$ cat config.mk
export PLATFORM = sky130hd
export DESIGN_NAME = shp_ctrl
export DESIGN_NICKNAME = d
export VERILOG_FILES = /design/src/sv/shp_pkg.sv /design/src/sv/shp_ctrl.sv
export SDC_FILE = /design/constraint.sdc
export NUM_CORES = 1
export LEC_CHECK = 0
export ABC_AREA = 1
export BUFFER_PORTS_ARGS = -buffer_cell sky130_fd_sc_hd__buf_2
export CORE_AREA = 2 2 39 41
export CTS_CLUSTER_SIZE = 25
export DETAILED_ROUTE_END_ITERATION = 7
export DIE_AREA = 0 0 41 43
export PLACE_DENSITY_LB_ADDON = 0.05
export SYNTH_ARGS = -nofsm -noshare
export SYNTH_HDL_FRONTEND = slang
export SYNTH_SLANG_ARGS = --single-unit
$ cat constraint.sdc
create_clock -name clock -period 2.5 [get_ports clock]
set_input_delay 0.5 -clock clock [delete_from_list [all_inputs] [get_ports clock]]
set_output_delay 0.5 -clock clock [all_outputs]
set_load 0.02 [all_outputs]
$ cat src/sv/shp_pkg.sv
// Shared types and constants for the shadow poison checker.
package shp_pkg;

   // Payload widths of the request and response transactions.
   localparam int ADDR_W = 15;
   localparam int LEN_W  = 16;
   localparam int CODE_W = 8;
   localparam int OP_W   = 2;

   // Granule geometry: eight bytes per shadow byte.
   localparam int GRAN_SHIFT = 3;
   localparam int GRAN_W     = 13;
   localparam int END_W      = 17;
   localparam int CEIL_W     = 14;

   // Operation codes of a request.
   typedef enum logic [OP_W-1:0] {
      OP_POISON   = 2'd0,
      OP_UNPOISON = 2'd1,
      OP_CHECK    = 2'd2,
      OP_NOP      = 2'd3
   } op_type;

   // Commands from the controller to the datapath.
   typedef struct packed {
      logic clear;
      logic load;
      logic issue;
   } shp_cmd_type;

   // Status from the datapath to the controller.
   typedef struct packed {
      logic clear_last;
      logic skip;
      logic issue_last;
   } shp_status_type;

endpackage

$ cat src/sv/shp_ctrl.sv
// Controller state machine: clearing pass, granule walk and response handshake.
module shp_ctrl (
   input  logic                   clock,
   input  logic                   reset,
   input  logic                   req_valid,
   output logic                   req_ready,
   output logic                   rsp_valid,
   input  logic                   rsp_ready,
   input  shp_pkg::shp_status_type status,
   output shp_pkg::shp_cmd_type    cmd
);
   import shp_pkg::*;

   typedef enum logic [2:0] {
      ST_CLEAR,
      ST_IDLE,
      ST_WALK,
      ST_DRAIN,
      ST_RESP
   } state_type;

   state_type state_ff;
   logic      req_ready_ff;
   logic      rsp_valid_ff;

   // Commands follow directly from the state and the request handshake.
   assign cmd.clear = (state_ff == ST_CLEAR);
   assign cmd.load  = req_valid && req_ready_ff;
   assign cmd.issue = (state_ff == ST_WALK);

   assign req_ready = req_ready_ff;
   assign rsp_valid = rsp_valid_ff;

   // State register with the registered handshake outputs.
   always_ff @(posedge clock) begin
      if (reset) begin
         state_ff     <= ST_CLEAR;
         req_ready_ff <= 1'b0;
         rsp_valid_ff <= 1'b0;
      end else begin
         unique case (state_ff)
            ST_CLEAR: begin
               if (status.clear_last) begin
                  state_ff     <= ST_IDLE;
                  req_ready_ff <= 1'b1;
               end
            end
            ST_IDLE: begin
               if (req_valid && req_ready_ff) begin
                  req_ready_ff <= 1'b0;
                  if (status.skip) begin
                     state_ff     <= ST_RESP;
                     rsp_valid_ff <= 1'b1;
                  end else begin
                     state_ff <= ST_WALK;
                  end
               end
            end
            ST_WALK: begin
               if (status.issue_last) begin
                  state_ff <= ST_DRAIN;
               end
            end
            ST_DRAIN: begin
               state_ff     <= ST_RESP;
               rsp_valid_ff <= 1'b1;
            end
            ST_RESP: begin
               if (rsp_ready) begin
                  state_ff     <= ST_IDLE;
                  rsp_valid_ff <= 1'b0;
                  req_ready_ff <= 1'b1;
               end
            end
            default: begin
               state_ff <= ST_CLEAR;
            end
         endcase
      end
   end

endmodule

# Word level (Yosys, flattened, before mapping)
# Index checks and enable logic that the tools add are counted.
# classes
n_addsub,0
multipliers,0
div_mod_pow,0
order_cmp,0
eq_ne,9
shift,0
muxes,14
bitwise_logic,0
n_reduce_logical,7
# ops
operator,count
$mux 3,5
$pmux 3 s5,1
$reduce_and 4->1,3
$ne 2x2->1 const B,5
$eq 3x2->1 const B,2
$mux 1,6
$pmux 1 s3,2
$reduce_bool 3->1,2
$eq 3x1->1 const B,1
$eq 3x3->1 const B,1
$logic_not 3->1,1
$logic_and 1x1->1,1
# word_totals
reg_bits,5
latchBits,0
mem_bits_rw,0
rom_bits,0
in_bits,7
out_inout_bits,5
word_cells,33
n_memories,0

# Longest topological paths before layout
# Gate-level depths: netlist (run 1).
# depth
depth_word,3
ltp_mapped,8
mapped_depth_nobuf,8

# Worst setup path before layout (run 1)
# OpenSTA, ideal clock, no wires.
# synth_timing
path_kind,reg2out
startpoint,register state_ff[2]
endpoint,output cmd[2] in the netlist's numbering
t_arrival_ps,882
t_required_ps,2000
slack_ps,1118
stages_incl_launch_ff,2
path_buffers,0
path_cell_list,dfxtp_1 -> nor3_1
# synth_lines
element,line_no,source
start: declaration,shp_ctrl.sv:22,state_type state_ff;
start signal: assignment,shp_ctrl.sv:37,state_ff <= ST_CLEAR;
start signal: assignment,shp_ctrl.sv:44,state_ff <= ST_IDLE;
start signal: assignment,shp_ctrl.sv:52,state_ff <= ST_RESP;
end: declaration,shp_ctrl.sv:10,output shp_pkg::shp_cmd_type cmd

==> results of run 1 <==
## cells in the mapped netlist (2+ instances only)
library cell	count	area share
a21oi_1	3	0.046
dfxtp_1	5	0.31
inv_1	7	0.081
inv_2	2	0.023
nand2_1	7	0.081
nand2_2	2	0.039
nand3_1	3	0.046
nor2_1	5	0.058
nor2_2	5	0.097
## worst min-delay path by stage
stage	from	end	slack, ps	cells after the start
finish	reset	state_ff[2]	430	2
detailed placement	rsp_valid	rsp_valid	440	2
global placement	rsp_valid	rsp_valid	440	2
CTS	reset	state_ff[2]	420	2
global route	reset	state_ff[2]	420	2
floorplan	rsp_valid	rsp_valid	520	2
## kinds of logic (layout without fill, tap and decap cells)
group           Yosys count  after routing  share of synthesized area
buf+inv                   9             24                      0.104
flops                     5              5                      0.309
compound gates            6              6                      0.100
simple gates             28             28                      0.486
## where the power goes
part | switching (mW) | total, mW | leakage [nW] | internal (mW)
Clock | 0.0324 | 0.0927 | 0.0150 | 0.0603
Combinational | 0.175 | 0.277 | 0.162 | 0.103
Sequential | 0.0380 | 0.147 | 0.0413 | 0.109
## layout make-up
cell class / count / area, um2
multi-input cells: 34 / 190
fillers: 164 / 958
clock buffers: 4 / 26.3
repair buffers: 11 / 55.1
inverters: 9 / 33.8
flip-flops and latches: 5 / 100
well taps: 16 / 20.0
## flip-flops by register name, summed over array words and instances, names as in the netlist
register / count
req_ready: 1
state_ff: 3
rsp_valid: 1
## per-stage QoR
stage	hold WS [ps]	setup slack (ps)	util	instance area, um2
floorplan	520	1120	-	324
global placement	444	1040	0.288	399
detailed placement	440	1070	0.288	399
CTS	423	806	0.307	425
global route	425	734	0.307	425
finish	430	827	0.307	425
## layer usage
layer / routed length (um) / part of all wire / up-vias / track usage
li1: - / - / 182 / -
met1: 308 / 0.46 / 134 / 0.126
met2: 324 / 0.48 / 5 / 0.122
met3: 37 / 0.055 / 2 / 0.0471
met4: 6 / 0.0089 / 0 / 0.0800
met5: 0 / 0 / - / 0
## worst max-delay path: stages (launching register included)
cell     delay (ps)
dfxtp_1         440
inv_2            90
nor3_2          200
buf_2           210
==> impl_results.md, run 1 <==
- Avg WL per Cell: 8.56 um
- Synth warn: 0
- Residual DRC: 0
- Die Width: 41 um
- Reg2Reg Setup Slack: 1310 ps
- Detailed-route via count: 323
- Final WL: 676 um
- DRT Pass-1 Iters: 3
- Total power: 0.517 mW
- Die area: 0.00176 mm2
- Postcts setup bufs: 0
- #FFs+latches synth: 5
- Worst-skew pair later-pin latency: 240 ps
- Starting Density: 0.234
- H-tree depth: 1
- CP Capture Point: cmd[0]
- Final HPWL from detailed placement: 559 um
- Slew Viols, Final: 0
- IO buf count: 11
- Number of max-cap violations: 0
- Leakage power total: 0.218 nW
- Layout cells sized above 1: 0.429
- Vias per inst: 4.09
- Status: complete, no violations
- Largest net degree at the start of global routing: 8
- Row cnt: 14
- Worst-Margin Slew: 296 ps
- CTS Buf Count: 3
- Post-cts sizing count: 0
- First-pass GRT wire length: 1.14 mm
- Critical-path maximum fanout: 6
- Worst-path clk slew: 40 ps
- Worst VDD drop: 0.325 mV
- Final Skew: 2.18 ps
- Antenna violations before repair: 0
- Placed cells: 75
- Final net count: 71
- Starting DRT DRC Count: 5
- Post-synth EDFFs: 0
- Cell variety after synth: 18
- Critical R2R Capture: state_ff[0]
- CTS tree: built
- Final cell count without fillers: 79
- Mapped cell area: 324 um2
- Floorplan Core Area: 0.00138 mm2
- Gr usage total: 0.0996
- Vias in the first global route: 288
- Inserted Diodes: 0
- RSZ-0062 raised after global routing: no
- CTS Sinks: 5
- Tcrit/Tclk final: 0.669
- RR Startpoint: state_ff[0]
- Area delta synth->final: 31.3%
- CP Capture Type: output port
- Die Ht: 43 um
- Register area share after synthesis: 0.309
- Antenna Nets Post-Route: 0
- Ys async rst share: 0
- Arr. time, crit path: 1170 ps
- Pwr dens: 1220 mW/mm2
- Main synth FF type: dfxtp_1
- Setup-failing EPs final: 0
- Mapped Cells: 48
- Commonest non-fill, non-tap cell in the layout: buf_2
- GP Congestion: 0.663
- Crit path launch: state_ff[1]
- Boundary Pins: 12
- Crit path launch type: flop
- Period minus WS final: 1670 ps
- CTS Hold Bufs: 0
- Hold Vio Cnt, Final: 0
- Achievable frequency: 598 MHz
- Syn avg cell area: 6.75 um2
- Reg2Reg Depth: 6
- Most frequent cells in the layout: 11 x buf_2, 7 x nand2_1, 7 x inv_1
- Synthesized net count: 55
- Setup CP Type: reg -> out
- Clock Tree Root: clkbuf_4
- Slew margin rel.: 0.802
- Setup_tns: 0 ps
- HP Class: in -> reg
- CP Data Required Time: 2000 ps
- Clock Path Buffers: 2
- Remaining Overflow, GRT: 0
Power figures use the tool's default switching activity.
==> run 2, diff against run 1 <==
==> constraint.sdc (replaced) <==
create_clock -name clock -period 1.5 [get_ports clock]
set_input_delay 0.3 -clock clock [delete_from_list [all_inputs] [get_ports clock]]
set_output_delay 0.3 -clock clock [all_outputs]
set_load 0.02 [all_outputs]
==> run 2 against run 1 <==
  * Routed wire length shrank 1.9%
  * Global-route usage shrank 0.82 points
  * Non-clock buffer count is the same
  * Setup slack lost 720 ps
  * Core utilization grew 0.54 points
  * Die area is the same
  * Register-to-register slack lost 1000 ps
  * Sequential cell count is the same
  * Clock power grew 65%
  * Final area grew 1.8%
  * Critical path type unchanged
==> impl_results.md, run 2 (synthesized netlist as in run 1, its figures left out) <==
- Final core occ: 0.313
- Vias per inst: 4.14
- First-pass GRT wire length: 1.05 mm
- Final net count: 71
- Avg WL per Cell: 8.39 um
- Final WL: 663 um
- Crit path cell chain: nor3_4, buf_2
- Dpl ws: 276 ps
- Postcts setup bufs: 0
- Register cell area after layout: 101 um2
- Largest Register: state_ff
- Die Width: 41 um
- Layout cells sized above 1: 0.444
- IO buf count: 11
- Largest net degree at the start of global routing: 8
- WHS: 227 ps
- PnR worst setup slack: 109 ps
- Final Skew: 4.32 ps
- Slowest CP cell: dfxtp_1
- DRT Pass-1 Iters: 4
- Worst-path clk slew: 40 ps
- Commonest non-fill, non-tap cell in the layout: buf_2
- Leakage power total: 0.216 nW
- Most frequent cells in the layout: 11 x buf_2, 7 x nand2_1, 7 x inv_1, 5 x nor2_1, 5 x nor2_2
- Remaining Overflow, GRT: 0
- Boundary Pins: 12
- CTS Hold Bufs: 0
- Gr usage total: 0.0914
- CTS Buf Count: 3
- Antenna Nets Post-Route: 0
- Slew Viols, Final: 0
- Clock Path Buffers: 2
- Critical-path maximum fanout: 7
- Die Ht: 43 um
- Starting Density: 0.234
- Row cnt: 14
- Fillcell total: 161
- Worst-skew pair later-pin latency: 240 ps
- CP Capture Type: output port
- GP Congestion: 0.674
- CP max stage delay: 400 ps
- Status: complete, no violations
- Vias in the first global route: 281
- Area delta synth->final: 33.6%
- Antenna violations before repair: 0
- RSZ-0062 raised after global routing: no
- Worst-Margin Slew: 337 ps
- CTS Sinks: 5
- HP Class: in -> reg
- Clock Tree Root: clkbuf_4
- Final HPWL from detailed placement: 544 um
- Final instance area: 433 um2
- Inserted Diodes: 0
- Buf+Inv Stages, Crit Path: 1
- Multi-input logic area: 196 um2
- Worst VDD drop: 0.769 mV
- Starting DRT DRC Count: 6
- Total placed instance area: 399 um2
- Number of flip-flops in the largest register: 3
- Setup-failing EPs final: 0
- Post-cts sizing count: 0
- Detailed-route via count: 327
- Achievable frequency: 719 MHz
- Floorplan Core Area: 0.00138 mm2
- Crit path launch type: flop
- Setup_tns: 0 ps
- Hold Vio Cnt, Final: 0
- Arr. time, crit path: 1090 ps
- Setup CP Type: reg -> out
- CTS tree: built
- CP Data Required Time: 1200 ps
- Residual DRC: 0
- Tcrit/Tclk final: 0.927
- Slew margin rel.: 0.775
- Die area: 0.00176 mm2
- Number of max-cap violations: 0
- Family with the most delay on the worst path: flip-flops
- Pwr dens: 2020 mW/mm2
- Period minus WS final: 1390 ps
- H-tree depth: 1
run 2: cell counts in the layout (fill, tap and decap cells not counted):
No cell type changed its count.
run 2: worst reg2reg max path, cell delays in order, from the launching register on:
cell and delay [ps]:
dfxtp_1 490, nor2_2 120, nand3_1 120, nand2_2 80
nor2_4 130, nand2_1 60, nand2_1 70, nor2_2 30
run 2: path summary, 6_finish.rpt:
check,start,depth (start not counted),slack [ps],endpoint
setup / recovery,state_ff[2],2,110,cmd[0]
hold / removal,reset,2,230,state_ff[2]
setup reg to reg,state_ff[0],7,280,state_ff[1]
hold reg to reg,rsp_valid,2,450,rsp_valid
run 2: final cells by class:
cell class	instances	share of cell area
Multi-Input combinational cell	34	0.454
Tap cell	16	0.0462
Inverter	9	0.0780
Clock buffer	4	0.0607
Timing Repair Buffer	11	0.127
Sequential cell	5	0.234
run 2: report_power, final:
part	total, mW	internal [mW]	switching [mW]
Clock	0.153	0.100	0.0527
Sequential	0.256	0.183	0.0721
Combinational	0.467	0.175	0.292
Total	0.876	0.459	0.416
run 2: metrics by stage:
stage	total power, mW	cells
2_1_floorplan	0.607	48
6_report	0.876	79
3_3_place_gp	0.728	75
5_1_grt	0.958	79
3_5_place_dp	0.711	75
4_1_cts	0.872	79
run 2: per-layer routing:
| metal | routed length [um] | vias up | global-route usage |
|---|---|---|---|
| met5 | 0 | - | 0 |
| met4 | 8 | 0 | 0.0600 |
| met3 | 33 | 2 | 0.0471 |
| met2 | 319 | 5 | 0.116 |
| met1 | 302 | 139 | 0.116 |
| li1 | - | 181 | - |
